`src/rtl/core/jfd_pkg.sv`:
```
// Shared types and constants for the JPEG frame deframer.
// Used by jfd_parser and jpeg_frame_deframer_core; no dependencies.
`timescale 1ns / 1ps

package jfd_pkg;

    // Parser phase codes, as reported on the phase output.
    localparam logic [1:0] PH_HEADER  = 2'd0;
    localparam logic [1:0] PH_PAYLOAD = 2'd1;
    localparam logic [1:0] PH_FOOTER  = 2'd2;
    localparam logic [1:0] PH_FAILED  = 2'd3;

    // Frame delimiters: "JPGS" opens a frame, "JPGE" closes it.
    localparam logic [31:0] START_MAGIC = 32'h4A50_4753;
    localparam logic [31:0] END_MAGIC   = 32'h4A50_4745;

    // Header is magic plus a 32-bit length; footer is magic only.
    localparam int HDR_BYTES = 8;
    localparam int FTR_BYTES = 4;

    // Per-beat status from the parser, valid for the beat it takes.
    typedef struct packed {
        logic       frame_done;
        logic [1:0] phase;
    } t_parse_status;

endpackage

```
`src/rtl/core/jfd_parser.sv`:
```
// Frame parser: header, payload and footer tracking, bank selection.
// Depends on jfd_pkg; drives the write port of jfd_image_ram.
`timescale 1ns / 1ps

module jfd_parser #(
    parameter int BANK_BYTES = 32768,
    parameter int ADDR_W     = 16,
    parameter int LEN_W      = 16
) (
    input  logic                  i_clk,
    input  logic                  i_rst_n,
    input  logic                  i_take,
    input  logic [7:0]            i_byte,
    output logic                  o_wr_en,
    output logic [ADDR_W-1:0]     o_wr_addr,
    output logic [7:0]            o_wr_data,
    output logic                  o_bank,
    output logic [LEN_W-1:0]      o_latest_len,
    output jfd_pkg::t_parse_status o_status
);

    localparam int OFS_W = ADDR_W - 1;

    logic [1:0]       r_phase,    n_phase;
    logic [LEN_W-1:0] r_cnt,      n_cnt;
    logic [55:0]      r_shift,    n_shift;
    logic [LEN_W-1:0] r_exp_len,  n_exp_len;
    logic [LEN_W-1:0] r_last_len, n_last_len;
    logic             r_bank,     n_bank;
    logic             done;

    logic [63:0]      shift_in;
    logic [LEN_W-1:0] cnt_inc;

    assign shift_in = {r_shift, i_byte};
    assign cnt_inc  = r_cnt + LEN_W'(1);

    // Next-state logic for one stream beat.
    always_comb begin
        n_phase    = r_phase;
        n_cnt      = r_cnt;
        n_shift    = r_shift;
        n_exp_len  = r_exp_len;
        n_last_len = r_last_len;
        n_bank     = r_bank;
        done       = 1'b0;
        if (i_take) begin
            case (r_phase)
                jfd_pkg::PH_HEADER: begin
                    n_shift = shift_in[55:0];
                    n_cnt   = cnt_inc;
                    if (r_cnt == LEN_W'(jfd_pkg::HDR_BYTES - 1)) begin
                        n_cnt   = '0;
                        n_shift = '0;
                        if (shift_in[63:32] != jfd_pkg::START_MAGIC ||
                            shift_in[31:0] > 32'(BANK_BYTES)) begin
                            n_phase = jfd_pkg::PH_FAILED;
                        end else begin
                            n_exp_len = shift_in[LEN_W-1:0];
                            n_phase   = (shift_in[31:0] == 32'd0) ?
                                        jfd_pkg::PH_FOOTER : jfd_pkg::PH_PAYLOAD;
                        end
                    end
                end
                jfd_pkg::PH_PAYLOAD: begin
                    n_cnt = cnt_inc;
                    if (cnt_inc == r_exp_len) begin
                        n_cnt   = '0;
                        n_phase = jfd_pkg::PH_FOOTER;
                    end
                end
                jfd_pkg::PH_FOOTER: begin
                    n_shift = {24'd0, shift_in[31:0]};
                    n_cnt   = cnt_inc;
                    if (r_cnt == LEN_W'(jfd_pkg::FTR_BYTES - 1)) begin
                        n_cnt   = '0;
                        n_shift = '0;
                        if (shift_in[31:0] != jfd_pkg::END_MAGIC) begin
                            n_phase = jfd_pkg::PH_FAILED;
                        end else begin
                            n_bank     = ~r_bank;
                            n_last_len = r_exp_len;
                            done       = 1'b1;
                            n_phase    = jfd_pkg::PH_HEADER;
                        end
                    end
                end
                default: begin
                    // Failed phase ignores stream bytes until reset.
                end
            endcase
        end
    end

    // Parser state registers.
    always_ff @(posedge i_clk) begin
        if (!i_rst_n) begin
            r_phase    <= jfd_pkg::PH_HEADER;
            r_cnt      <= '0;
            r_shift    <= '0;
            r_exp_len  <= '0;
            r_last_len <= '0;
            r_bank     <= 1'b0;
        end else begin
            r_phase    <= n_phase;
            r_cnt      <= n_cnt;
            r_shift    <= n_shift;
            r_exp_len  <= n_exp_len;
            r_last_len <= n_last_len;
            r_bank     <= n_bank;
        end
    end

    // Payload write into the active bank, offset by the byte count.
    assign o_wr_en   = i_take && (r_phase == jfd_pkg::PH_PAYLOAD);
    assign o_wr_addr = {r_bank, r_cnt[OFS_W-1:0]};
    assign o_wr_data = i_byte;

    assign o_bank              = r_bank;
    assign o_latest_len        = n_last_len;
    assign o_status.frame_done = done;
    assign o_status.phase      = n_phase;

endmodule

```
`config.mk`:
```
export PLATFORM = sky130hd
export DESIGN_NAME = jfd_parser
export DESIGN_NICKNAME = d
export VERILOG_FILES = /design/src/rtl/core/jfd_pkg.sv /design/src/rtl/core/jfd_parser.sv
export SDC_FILE = /design/constraint.sdc
export NUM_CORES = 1
export LEC_CHECK = 0
export ABC_CLOCK_PERIOD_IN_PS = 4250
export BUFFER_PORTS_ARGS = -buffer_cell sky130_fd_sc_hd__buf_2
export CAP_MARGIN = 30
export CORE_MARGIN = 3
export CORE_UTILIZATION = 45
export CTS_BUF_LIST = sky130_fd_sc_hd__clkbuf_4 sky130_fd_sc_hd__clkbuf_8
export DETAILED_ROUTE_END_ITERATION = 8
export MAX_ROUTING_LAYER = met4
export PLACE_DENSITY_LB_ADDON = 0.05
export RECOVER_POWER = 50
export SETUP_SLACK_MARGIN = 0.15
export SYNTH_ARGS = -nofsm -noshare
export SYNTH_HDL_FRONTEND = slang
export SYNTH_SLANG_ARGS = --single-unit
```
`constraint.sdc`:
```
create_clock -name i_clk -period 4.25 [get_ports i_clk]
set_clock_uncertainty 0.2 [all_clocks]
set_input_delay 0.2125 -clock i_clk [delete_from_list [all_inputs] [get_ports i_clk]]
set_output_delay 0.2125 -clock i_clk [all_outputs]
set_load 0.005 [all_outputs]
```
Word-level counts from Yosys, hierarchy flattened
Index checks and enable logic that the tools add are counted.

storage, ports and cells
  register bits after elaboration = 107
  input port bits = 11
  output and inout port bits = 45
  logic and storage cells = 51

cells by class
  add/subtract/negate cells = 1
  $lt $le $gt $ge = 1
  eq/ne operators = 7
  muxes and demuxes = 23
  bitwise logic cells = 3
  reduce and logical (&&, ||, !) cells = 10

operators by type and width
  kind                                                                                count
  16-bit 2-to-1 mux                                                                   7
  56-bit case mux with 2 select lines                                                 1
  32-bit by 31-bit != test with 1-bit output (second input constant)                  2
  56-bit 2-to-1 mux                                                                   1
  16-bit case mux with 3 select lines                                                 1
  32-bit by 16-bit greater-than comparator with 1-bit output (second input constant)  1
  32-bit zero test                                                                    1
  32-bit 2-to-1 mux                                                                   1
  16-bit by 1-bit adder with 16-bit output (second input constant)                    1
  16-bit == test                                                                      1
  16-bit by 2-bit == test with 1-bit output (second input constant)                   1
  16-bit by 3-bit == test with 1-bit output (second input constant)                   1
  2-bit 2-to-1 mux                                                                    7
  4-bit AND reduction                                                                 2
  2-bit case mux with 3 select lines                                                  1
  1-bit 2-to-1 mux                                                                    4
  2-bit AND reduction                                                                 2
  1-bit inverter                                                                      3
  3-bit nonzero test                                                                  1
  2-bit by 1-bit == test with 1-bit output (second input constant)                    1
  2-bit == test (second input constant)                                               1
  2-bit zero test                                                                     1
  2-bit nonzero test                                                                  1
  1-bit logical AND                                                                   1
  1-bit logical OR                                                                    1

Longest topological paths before layout
Gate-level depths: netlist of run 1.

  depth after elaboration = 6
  depth in mapped cells = 10
  depth with buffers taken out = 9

Least setup slack after synthesis of run 1
OpenSTA, ideal clock, no wires.

  path kind = register -> register
  start point = reg r_cnt[0]
  end point = reg r_phase[0]
  setup time = 0.115 ns
  arrival = 2.752 ns
  data required time = 3.935 ns
  setup slack = 1.183 ns
  cell stages (with the launch flop) = 10
  path buffers = 0
  clock period less this slack = 3.067 ns
  cell sequence = dfxtp_1 > ha_1 > nand3_1 > or4_4 > xnor2_1 > o311ai_0 > or4b_1 > o21a_4 > o22a_1 > and2_1

RTL lines
  item                    line               text
  start, declared         jfd_parser.sv:25   logic [LEN_W-1:0] r_cnt, n_cnt;
  start signal, assigned  jfd_parser.sv:106  r_cnt <= n_cnt;
  end signal, assigned    jfd_parser.sv:98   r_phase <= jfd_pkg::PH_HEADER;
  end signal, assigned    jfd_parser.sv:105  r_phase <= n_phase;
  end, declared           jfd_parser.sv:24   logic [1:0] r_phase, n_phase;

==> impl.org, run 1 <==
** Status
- The run finished with clean final reports.

** Floorplanning
- Die Width :: between 100 and 150 um
- Chip height :: 113.3 um
- Floorplan core area :: ~11,000 um2
- Once the floorplan was initialized, standard cells occupied roughly 47% of the core.
- DIE AREA :: ~13,000 um2
- The floorplan has 38 rows.
- For this design the top-level I/O count stands at between 50 and 60.

** Final layout
- Final core utilization :: roughly half
- Fraction of layout instances using a drive strength above 1 :: a little under an eighth
- Fin area :: around 5600 um2
- Filler Cells Inserted :: 1,099
- 0 antenna diodes ended up in the layout.
- For this run, the post-layout net count is roughly 650.
- Growth of design area from synthesis to finish :: 8.500%

** Hold path
- Class of the most critical hold timing path :: in -> reg

** Power
- In this run the static leakage power is 2.297 nW.
- Worst IR drop on VDD :: roughly 280 uV
- For this design the ratio of total power to cell area is between 300 and 400 nW/um2.

** Timing
- Setup repair after global routing left no endpoint under its margin.
- The number of slew-limit violations in the final report is 0.
- Actual transition at the worst max-transition pin :: between 1 and 1.5 ns
- Rel. slew slack :: roughly 6.8%
- The final critical path takes up 92.32% of the cycle.
- Fmax :: around 250 MHz
- Final WS setup :: ~0.33 ns
- Setup total negative slack on the finished layout was measured at 0 ns.
- Setup violations remaining at the end of the flow were counted as 0.
- Post-route minimum period :: approximately 3.9 ns
- The total count of hold-check failures in the final report was 0.

** Detailed routing
- Detailed-routing iteration count for the pre-antenna-repair pass :: 5
- Via density :: approximately 5.7
- Vias after detailed routing :: between 4,000 and 5,000
- The count of nets left with antenna violations once routing finished came out at 0.
- In the routed design, unresolved DRC markers number 0.
- Average wire per cell in the routed design :: between 15 and 20 um
- Wires add up to roughly 14 mm.
- Drt initial violations :: about 240

** Worst setup path
- The setup path with the least slack is of type reg -> out.
- Critical Path Source Type :: flip-flop
- The largest single stage delay on the critical path is 0.57 ns.
- The largest individual stage delay along the critical path comes from the cell sky130_fd_sc_hd__or4b_1.
- STA puts the critical path data required time at 3.84 ns.
- Of all nets on the critical path, the largest fanout is 17.
- Data on the critical path arrives at its endpoint at between 3 and 4 ns.
- Together, buffers and inverters on the worst path number 1.
- Worst path cell trace :: ha_1 > nand3_1 > or4_4 > xnor2_1 > o311ai_0 > or4b_1 > o21a_4 > o22a_1 > buf_2
- Among cell families on the critical path, the largest total delay comes from simple AND/OR/NAND/NOR gates.
- The worst setup path is captured at an output pin.

** GRT
- The total overflow left after global routing is 0.
- Number of global-route vias before repair :: 4,153
- Global router's overall resource usage :: a little under a quarter
- The initial antenna violation count is 0.
- Wire length of the first global-routing pass :: about 22 mm
- Maximum number of pins on one net before global-route repair :: 63

** Synthesis
- Counting flops and latches in the post-synthesis netlist gives 107.
- Post-synthesis instance area :: 5181 um2
- Largest cells by area after synthesis :: sky130_fd_sc_hd__dfxtp_1 (41%), sky130_fd_sc_hd__a22oi_1 (8.1%), sky130_fd_sc_hd__nor2_1 (6.4%), sky130_fd_sc_hd__nand2_1 (5.1%), sky130_fd_sc_hd__buf_4 (3.6%)
- Number of distinct standard cells referenced by the synthesized netlist :: 53
- Synth Instances :: between 600 and 700
- After synthesis, the share of flip-flops with an asynchronous set or reset is 0%.
- Share of Yosys cell area claimed by the top area cell type :: 41.34%
- The Yosys step of the flow raised 0 warnings.
- Leading area contributor after synthesis :: sky130_fd_sc_hd__dfxtp_1
- Post-Synthesis Net Count :: between 600 and 700
- Among all flip-flop cells after synthesis, the most frequent one is sky130_fd_sc_hd__dfxtp_1.
- In this run the mean area of a mapped cell was around 8.3 um2.
- Count of flip-flops with a built-in enable after synthesis :: 0
- Sequential elements use 41.34% of the synthesized area.

** Placed design
- Detailed placement finished with a half-perimeter wire length of ~9.5 mm.
- Timing analysis after detailed placement gives a worst setup slack of 0.7651 ns.
- Buffers placed on the I/O ports in this run total 55.
- Final estimated routing congestion in global placement :: 0.9106
- Placed cell area :: 5351 um2

** Clock tree
- Once the clock tree was built, the setup fixing pass inserted 0 buffers.
- The tree is rooted in a sky130_fd_sc_hd__clkbuf_8.
- TritonCTS built the clock tree.
- Clock transition at the registers of the reported paths :: approximately 0.11 ns
- Clock latency on the worst-skew pair :: 0.39 ns
- TritonCTS buffer count :: 9
- Clock H-tree levels :: 3
- The longest clock path from root to sink contains 2 buffers.
- Clock tree synthesis found a total of about 110 sinks.

** Run
- The tool flagged a number of max-cap violations equal to 0.
[report_power, final]
group	switching, mW	internal [mW]	total [mW]
clock network	0.368	0.313	0.681
logic	0.0688	0.0337	0.102
registers	0.0127	1.01	1.02
[registers in the layout, indices dropped and copies added (netlist names)]
| register | count |
|---|---|
| r_last_len | 16 |
| o_bank | 1 |
| r_shift | 56 |
| r_phase | 2 |
| r_cnt | 16 |
| r_exp_len | 16 |
[worst min-delay path: cells and delay by family]
kind / cells / cell delay [ns]
AND/OR/NAND/NOR: 1 / 0.17
AO/OA/AOI/OAI: 1 / 0.06
buffers and inverters: 1 / 0.28
[cells by family after synthesis]
logic type | after synthesis | share of synthesized area, %
flip-flops | 107 | 41.34
adder cells (fa/ha/maj) | 5 | 1.207
XOR/XNOR | 26 | 4.395
multiplexers | 16 | 3.091
AO/OA/AOI/OAI | 116 | 15.26
AND/OR/NAND/NOR | 276 | 26.88
buffers and inverters | 79 | 7.824
[stage by stage]
| stage | hold WS (ns) | power (mW) | std cells |
|---|---|---|---|
| after global routing | 0.1659 | 1.884 | 783 |
| after detailed placement | 0.3039 | 1.147 | 759 |
| after global placement | 0.2857 | 1.141 | 757 |
| after floorplan | 0.1564 | 1.113 | 625 |
| after CTS | 0.1402 | 1.830 | 783 |
| final | 0.1686 | 1.808 | 783 |
[layer usage]
metal	up-vias	track usage, %	share of wire, %
met3	12	4.813	4.6
met1	2149	31.62	50
li1	2215	-	-
met2	106	33.89	44
met5	-	-	0
met4	0	5.929	1.1
[path summary, 6_finish.rpt]
path	to	from	cells past startpoint	slack, ns
worst min-delay path	r_cnt[9]	i_rst_n	3	0.17
worst max register to register	r_phase[0]	r_cnt[1]	9	0.81
worst max-delay path	o_status[0]	r_cnt[1]	9	0.33
worst min register to register	r_shift[48]	r_shift[48]	2	0.32
[synthesized netlist by cell type, types with 15 or more instances]
cell type and count:
sky130_fd_sc_hd__mux2i_1 16, sky130_fd_sc_hd__nor3_1 15, sky130_fd_sc_hd__nor2_1 89, sky130_fd_sc_hd__xnor2_1 17
sky130_fd_sc_hd__nor4_1 15, sky130_fd_sc_hd__nand2_1 71, sky130_fd_sc_hd__dfxtp_1 107, sky130_fd_sc_hd__a22oi_1 56
sky130_fd_sc_hd__and2_1 21, sky130_fd_sc_hd__a21oi_1 16, sky130_fd_sc_hd__clkbuf_1 37, sky130_fd_sc_hd__buf_4 25
[area by class of cell]
cell class / instances / area, um2 / area share, %
clock buffers: 11 / 151.4 / 2.693
clock inverters: 5 / 68.82 / 1.224
inverters: 9 / 33.78 / 0.6009
multi-input cells: 439 / 2641 / 46.98
flip-flops and latches: 107 / 2142 / 38.10
well taps: 140 / 175.2 / 3.116
repair buffers: 72 / 409.1 / 7.278
[timing repair]
action / in CTS / in global routing
hold buffers: 8 / 0
gates resized for setup: 0 / 1
hold endpoints to repair: 16 / 0
endpoints found under the setup margin: 0 / 2
[layout by cell type (no fill, tap or decap), types with 9 or more instances in the layout]
master and count:
sky130_fd_sc_hd__nand2_1 70, sky130_fd_sc_hd__mux2i_1 16, sky130_fd_sc_hd__nand4_1 12, sky130_fd_sc_hd__nand3_1 10, sky130_fd_sc_hd__nor3_1 14, sky130_fd_sc_hd__nor2_1 89
sky130_fd_sc_hd__clkbuf_1 15, sky130_fd_sc_hd__and2_1 19, sky130_fd_sc_hd__o22ai_1 10, sky130_fd_sc_hd__xor2_1 9, sky130_fd_sc_hd__a21oi_1 16, sky130_fd_sc_hd__clkbuf_8 11
sky130_fd_sc_hd__a22oi_1 56, sky130_fd_sc_hd__buf_2 43, sky130_fd_sc_hd__xnor2_1 17, sky130_fd_sc_hd__nor4_1 15, sky130_fd_sc_hd__dfxtp_1 107, sky130_fd_sc_hd__o21ai_0 12
No activity file was read; power rests on OpenSTA's default activity.
==> run 2, diff against run 1 <==
Settings changed: ABC_CLOCK_PERIOD_IN_PS 4250 to 3900.
Clock period 4.25 ns to 3.9 ns, I/O delays scaled along.
==> run 2 against run 1 <==
Net effect: clock power grew 5.3%; combinational power grew 9%; sequential cell count is the same; critical path type unchanged; non-clock buffer count grew 3; setup slack lost 0.11 ns; hold slack lost 0.039 ns; sequential share of layout area is essentially flat; final cell count grew 0.38%; core utilization grew 0.091 points; wire length shrank 0.45%; largest power group unchanged.
==> impl.org, run 2 (synthesis results as in run 1) <==
** Worst setup path
- In this run the worst path has a maximum fanout of 17.
- Critical Path Source Type :: flip-flop
- For the worst setup path, the data required time is roughly 3.5 ns.
- The largest single stage delay on the critical path is 0.59 ns.
- Destination of the worst register-to-register timing path :: r_cnt[13]
- For the worst flop-to-flop path, the logic depth is 8.
- STA classifies the critical path endpoint as an output pin.
- The critical path is of the reg -> out type.
- Worst Path Arrival :: around 3.3 ns
- Worst path bufs/invs :: 1
- Among cell families on the critical path, the largest total delay comes from simple AND/OR/NAND/NOR gates.
- Worst path cell trace :: nand3_2 > or4_4 > xnor2_1 > o311ai_0 > or4b_1 > o21a_4 > o22a_1 > buf_2
- Crit Reg-Reg Startpoint :: r_cnt[4]
- R2R Setup Slk :: 0.66 ns
- Among all stages on the critical path, the largest delay is contributed by sky130_fd_sc_hd__or4_4.

** Placed design
- In this run the cell area measured after placement is around 5400 um2.
- Final estimated routing congestion in global placement :: just under 0.9
- The HPWL after detailed placement is about 9.5 mm.
- After detailed placement, the design holds a cell count of roughly 760.
- Number of port buffers :: between 50 and 60

** Clock tree
- The tree built by TritonCTS fans out to ~110 sinks.
- Clock transition at the registers of the reported paths :: roughly 0.1 ns
- Maximum number of buffers from clock root to sink :: 2
- Clock tree root buffer cell :: sky130_fd_sc_hd__clkbuf_8
- TritonCTS buffer count :: 9
- CTS tree :: yes
- The clock tree synthesis step divided the H-tree into 3 levels.
- The later pin in the worst-skew pair is clocked with a latency of ~0.39 ns.

** Final layout
- Across the whole layout, storage elements account for 2147 um2.
- Relative to the synthesized area, the layout overhead comes to 8.694%.
- The number of antenna diodes in the final layout is 0.
- Area taken by multi-input logic gates :: ~2700 um2
- The layout has 1,100 filler cells.
- Cells with a size suffix above 1 make up between 10% and 20% of the layout.
- In the layout the commonest cells are sky130_fd_sc_hd__dfxtp_1 (103), sky130_fd_sc_hd__nor2_1 (89), sky130_fd_sc_hd__nand2_1 (70).
- For this run, the share of the core covered by cells in the final layout is between 50% and 60%.
- Register ranked first by flip-flop count :: r_shift
- The register with the most flip-flops in the layout has 56 of them.
- Final Instance Count excl. Fillers :: approximately 800
- After the last flow step, the layout net total stands at ~660.
- With fillers left out, the area of the finished cells amounts to ~5600 um2.
- Most common cell after layout, fill and taps aside :: sky130_fd_sc_hd__dfxtp_1

** Hold path
- Startpoint of the lowest-slack hold path :: i_take
- The path class of the tightest hold or removal check is in -> reg.
- Worst hold endpoint :: r_cnt[3]
- Along the worst hold path, the cell count comes to 3.

** Floorplanning
- Top-level port count :: between 50 and 60
- The floorplan has 38 rows.
- DIE AREA :: between 10,000 and 15,000 um2
- The initial utilization of the core area, before any placement, comes to 46.97%.
- In this run the horizontal extent of the chip is approximately 110 um.
- From bottom edge to top edge, the die measures ~110 um.
- Floorplan core area :: between 10,000 and 15,000 um2

** GRT
- Global Route met2 Usage :: about a third
- met2 is the most crowded layer.
- Wire length of the first global-routing pass :: 22.34 mm
- Overflow left after global routing :: 0
- Met1 track demand over resource :: between 30% and 40%
- Global routing consumed, over all layers together, a little under a quarter of the routing resources.
- Global routing usage on met3 :: 3.048%
- Entering global routing, the biggest net connects between 40 and 50 pins.
- The via count of the first global-routing pass was 4,269.
- Antenna violations before repair :: 0

** Detailed routing
- Detailed-routing iteration count for the pre-antenna-repair pass :: 5
- The final layout contains routed wiring with a total length of 13.72 mm.
- The first routing iteration left between 200 and 250 violations.
- After detailed routing, the average wire length per cell comes to about 17 um.
- Using the TritonRoute via totals, the vias-per-cell ratio works out to 5.705.
- The count of nets left with antenna violations once routing finished came out at 0.
- Vias after detailed routing :: 4,484
- Number of DRC violations after detailed routing :: 0

** Timing
- At the pin with the least slew margin, the transition time is between 1 and 1.5 ns.
- Fmax :: 271.1 MHz
- Number of hold violations in the final report :: 0
- Post-route minimum period :: between 3 and 4 ns
- The final critical path takes up roughly 95% of the cycle.
- The worst pin sits at a relative slew slack of under 10%.
- Summed over all failing endpoints, the final setup total negative slack is 0 ns.
- The number of slew-limit violations in the final report is 0.
- Setup repair after global routing could not meet its margin everywhere.
- Final setup violating endpoints :: 0

** Power
- Power Dens Cells :: around 350 nW/um2
- Leakage power summed over all cells :: 2.297 nW
- Worst IR drop on VDD :: slightly above 200 uV

** Run
- Max-cap violations in this run came to 0.

** Status
- The run finished with clean final reports.
run 2: cell types whose count changed in the layout (fill, tap and decap cells not counted), moves of 2 or more:
| cell | delta |
|---|---|
| sky130_fd_sc_hd__dfxtp_1 | -4 |
| sky130_fd_sc_hd__clkbuf_4 | +4 |
| sky130_fd_sc_hd__buf_4 | +3 |
| sky130_fd_sc_hd__clkbuf_8 | -2 |
| sky130_fd_sc_hd__dfxtp_2 | +4 |
run 2: per-stage QoR:
| stage | setup WS (ns) | total power, mW | hold slack, ns |
|---|---|---|---|
| after floorplan | 0.8330 | 1.212 | 0.1389 |
| after global placement | 0.5473 | 1.246 | 0.2830 |
| after detailed placement | 0.4708 | 1.248 | 0.2961 |
| after CTS | 0.1502 | 1.963 | 0.1072 |
| after global routing | 0.06072 | 2.022 | 0.1763 |
| final | 0.2115 | 1.945 | 0.1299 |
run 2: layout make-up:
type	instances	share of cell area [%]
clock buffer	13	2.733
clock inverter	3	0.8443
inverter	9	0.5999
multi-input combinational	439	47.21
sequential	107	38.12
tap	140	3.110
timing repair buffer	75	7.376
run 2: repair_timing:
| item | CTS | global route |
|---|---|---|
| hold endpoints to repair | 16 | 0 |
| hold buffers | 8 | 0 |
| setup endpoints to repair | 2 | 10 |
| resized for setup | 4 | 6 |
| setup buffers | 0 | 0 |
run 2: report_power, final:
part           leakage, nW  internal (mW)  switching, mW
clock network        0.106          0.330          0.386
registers            0.866           1.10         0.0151
logic                 1.32         0.0374         0.0736
total                 2.30           1.47          0.475
run 2: worst max path at each step:
stage | from | end | slack, ns | depth (start not counted)
after CTS | r_cnt[2] | o_status[0] | 0.15 | 8
after floorplan | r_cnt[0] | r_phase[0] | 0.83 | 9
final | r_cnt[4] | o_status[0] | 0.21 | 8
after global routing | r_cnt[4] | o_status[0] | 0.06 | 8
after detailed placement | r_cnt[1] | o_status[0] | 0.47 | 9
after global placement | r_cnt[1] | o_status[0] | 0.55 | 9
run 2: worst reg2reg max path: stages, from the launching register on:
cell	delay [ns]
sky130_fd_sc_hd__dfxtp_1	0.52
sky130_fd_sc_hd__nand3_2	0.25
sky130_fd_sc_hd__or4_4	0.59
sky130_fd_sc_hd__xnor2_1	0.17
sky130_fd_sc_hd__o311ai_0	0.13
sky130_fd_sc_hd__or4b_1	0.55
sky130_fd_sc_hd__o21a_4	0.30
sky130_fd_sc_hd__o21ai_0	0.19
sky130_fd_sc_hd__o311ai_0	0.19
run 2: routing by layer:
layer  vias to the layer above  share of wire [%]
li1                       2217                  -
met2                       113                 45
met3                        19                3.9
met1                      2135                 49
met5                         -                  0
met4                         0                2.0
==> run 3, diff against run 2 <==
Settings changed: CTS_BUF_LIST sky130_fd_sc_hd__clkbuf_4 sky130_fd_sc_hd__clkbuf_8 to default.
==> run 3 against run 2 <==
Net effect: register-to-register slack barely moved; die area unchanged; setup slack improved by 0.041 ns; clock-buffer cell count stayed put; sequential power hardly changed; fmax increased by 1.1%; combinational power hardly changed; non-clock buffer count is the same; largest cell class unchanged.
==> impl.org, run 3 (synthesis results as in run 1) <==
** Detailed routing
- Number of DRC violations after detailed routing :: 0
- In this run the remaining antenna-violating nets after routing total 0.
- Vias after detailed routing :: ~4,500
- Detailed-routing iteration count for the pre-antenna-repair pass :: 6
- The first routing iteration left around 270 violations.
- Wires add up to about 14 mm.
- Using the TritonRoute via totals, the vias-per-cell ratio works out to between 5 and 6.
- After detailed routing, the average wire length per cell comes to between 15 and 20 um.

** Timing
- Post-route minimum period :: approximately 3.6 ns
- Number of max-slew violations in the final report :: 0
- Total negative slack :: 0 ns
- Setup violations remaining at the end of the flow were counted as 0.
- For the pin with the worst max-slew slack, the measured transition is about 1.4 ns.
- In the finished design, the share of the clock period the worst path needs comes to between 90% and 100%.
- For this run, the top clock speed supported by timing is approximately 270 MHz.
- Rel. slew slack :: roughly 8.2%
- Number of hold violations in the final report :: 0
- Setup repair after global routing missed its margin :: yes
- Once routing completed, OpenROAD measured the worst setup slack at 0.2524 ns.

** Worst setup path
- Data arrives at the worst endpoint at roughly 3.3 ns.
- Worst path cell trace :: nand3_2 > or4_4 > xnor2_1 > o311ai_0 > or4b_1 > o21a_4 > o22a_1 > buf_2
- Largest driver fanout on the critical path :: 17
- Largest stage delay, worst path :: between 0.5 and 0.6 ns
- The critical path is of the reg -> out type.
- Data on the critical path is required at its endpoint by 3.50 ns.
- Critical path's slowest cell :: sky130_fd_sc_hd__or4_4
- STA classifies the critical path endpoint as an output pin.
- The worst setup path is launched from a flip-flop.

** Status
- Outcome :: finished clean

** Final layout
- Commonest non-fill, non-tap cells in the layout :: sky130_fd_sc_hd__dfxtp_1 (103), sky130_fd_sc_hd__nor2_1 (89), sky130_fd_sc_hd__nand2_1 (70)
- Fraction of layout instances using a drive strength above 1 :: between 10 and 15%
- At the end of the flow, the number of nets in the layout was 657.
- After routing the design area is 5724 um2.
- The register with the most flip-flops in the layout has 56 of them.
- Registers take approximately 2100 um2.
- 0 antenna diodes ended up in the layout.
- Area taken by multi-input logic gates :: ~2700 um2
- Growth of design area from synthesis to finish :: 10.48%
- Leaving out fill and tap cells, the most frequent cell in the layout is sky130_fd_sc_hd__dfxtp_1.
- More flip-flops sit in one register than any other, and that register is r_shift.
- After filler insertion, the fill cell instance count of the layout stands at 1,086.

** Clock tree
- At the later pin of the worst-skew pair, clock insertion delay measures 0.35 ns.
- In this run the clock root is driven by a sky130_fd_sc_hd__clkbuf_16.
- The number of clock buffers added by TritonCTS is 9.
- For this design, the sink count on the clock tree is ~110.
- CTS tree :: yes
- The clock passes through at most 2 buffers.
- Setup fix buffers added after clock tree synthesis :: 0
- After clock tree synthesis, the clock-pin slew on the worst setup and hold paths is ~0.070 ns.
- Clock H-tree levels :: 3

** Placed design
- Post-placement worst setup slack :: 0.4708 ns
- Final estimated routing congestion in global placement :: a little under 0.9
- Input and output buffers added on the ports amount to 55.
- The placed instances occupy a cell area of around 5400 um2.
- The wire-length estimate of the detail-placed layout is 9.530 mm.

** Power
- Net Switching :: between 500 and 600 uW
- Power Dens Cells :: approximately 370 nW/um2
- Internal power comes to about 1.6 mW.
- Combinational cell fraction of total power :: 5.2%
- Total power for the finished layout comes to 2.145 mW.
- Net switching is a little under a quarter of the power.
- VDD sags by at most 222.1 uV.
- Leakage power summed over all cells :: 2.329 nW
- Register share of total power :: 52.1%
- Clock network fraction of total power :: a little over two fifths

** Floorplanning
- Chip height :: roughly 110 um
- The floorplan step defined a die boundary enclosing around 13,000 um2.
- Once the floorplan was initialized, standard cells occupied 46.97% of the core.
- The floorplan step set the die width to between 100 and 150 um.
- Floorplan core area :: ~11,000 um2
- After floorplanning, the core was divided into 38 placement rows.
- During I/O placement, the number of pins put on the boundary was 56.

** GRT
- Global router's overall resource usage :: between 20% and 30%
- The initial antenna violation count is 0.
- Wire length of the first global-routing pass :: about 22 mm
- For this run the aggregate overflow at the end of global routing stands at 0.
- Number of global-route vias before repair :: around 4,300
- Maximum number of pins on one net before global-route repair :: 44

** Run
- Max-cap check violation count :: 0

** Hold path
- In this run the worst hold path is classified as in -> reg.
-- run 3: cell counts in the layout (fill, tap and decap cells not counted) --
Identical to the previous run, type by type.
-- run 3: metal layers --
metal  global-route usage, %  up-vias  wire [um]
met2                   32.90       98       6199
met4                   7.612        0        190
met3                   4.011       14        552
met1                   31.51     2170       6778
met5                       -        -          0
li1                        -     2225          -
-- run 3: layout make-up --
class | instances | area share, %
repair buffers | 75 | 7.257
flip-flops and latches | 107 | 37.51
clock inverters | 3 | 0.8306
clock buffers | 13 | 4.197
inverters | 9 | 0.5902
well taps | 140 | 3.060
multi-input cells | 439 | 46.56
-- run 3: power groups by stage --
stage                     clock [mW]  combinational [mW]  sequential (mW)
after floorplan                    0              0.0746             1.14
after global placement             0               0.104             1.14
after detailed placement           0               0.105             1.14
after CTS                      0.931               0.112             1.12
after global routing           0.975               0.125             1.12
final                          0.916               0.112             1.12
-- run 3: through the flow --
stage / cells / utilization (%) / hold slack (ns)
after floorplan: 625 / - / 0.1389
after global placement: 761 / 48.54 / 0.2830
after detailed placement: 762 / 48.60 / 0.2961
after CTS: 786 / 51.97 / 0.1916
after global routing: 786 / 51.89 / 0.2272
final: 786 / 51.89 / 0.1929
-- run 3: critical path: cells and delay by family (launching register included) --
family          cells  cell delay, ns
simple gates        3            1.39
compound gates      3            0.68
flops               1            0.51
xor+xnor            1            0.17
buf+inv             1            0.13
-- run 3: repair_timing --
action,in CTS,in global routing
resized for setup,2,7
endpoints found under the setup margin,2,10
pin swaps,0,0
hold buffers,8,0
endpoints found under the hold margin,16,0
-- run 3: worst paths after layout --
check               from  depth (start not counted)          end  slack (ns)
max             r_cnt[4]                          8  o_status[0]        0.25
min              i_rst_n                          3     r_cnt[9]        0.19
max reg2reg     r_cnt[4]                          8    r_cnt[13]        0.66
min reg2reg  r_shift[50]                          2  r_shift[50]        0.32
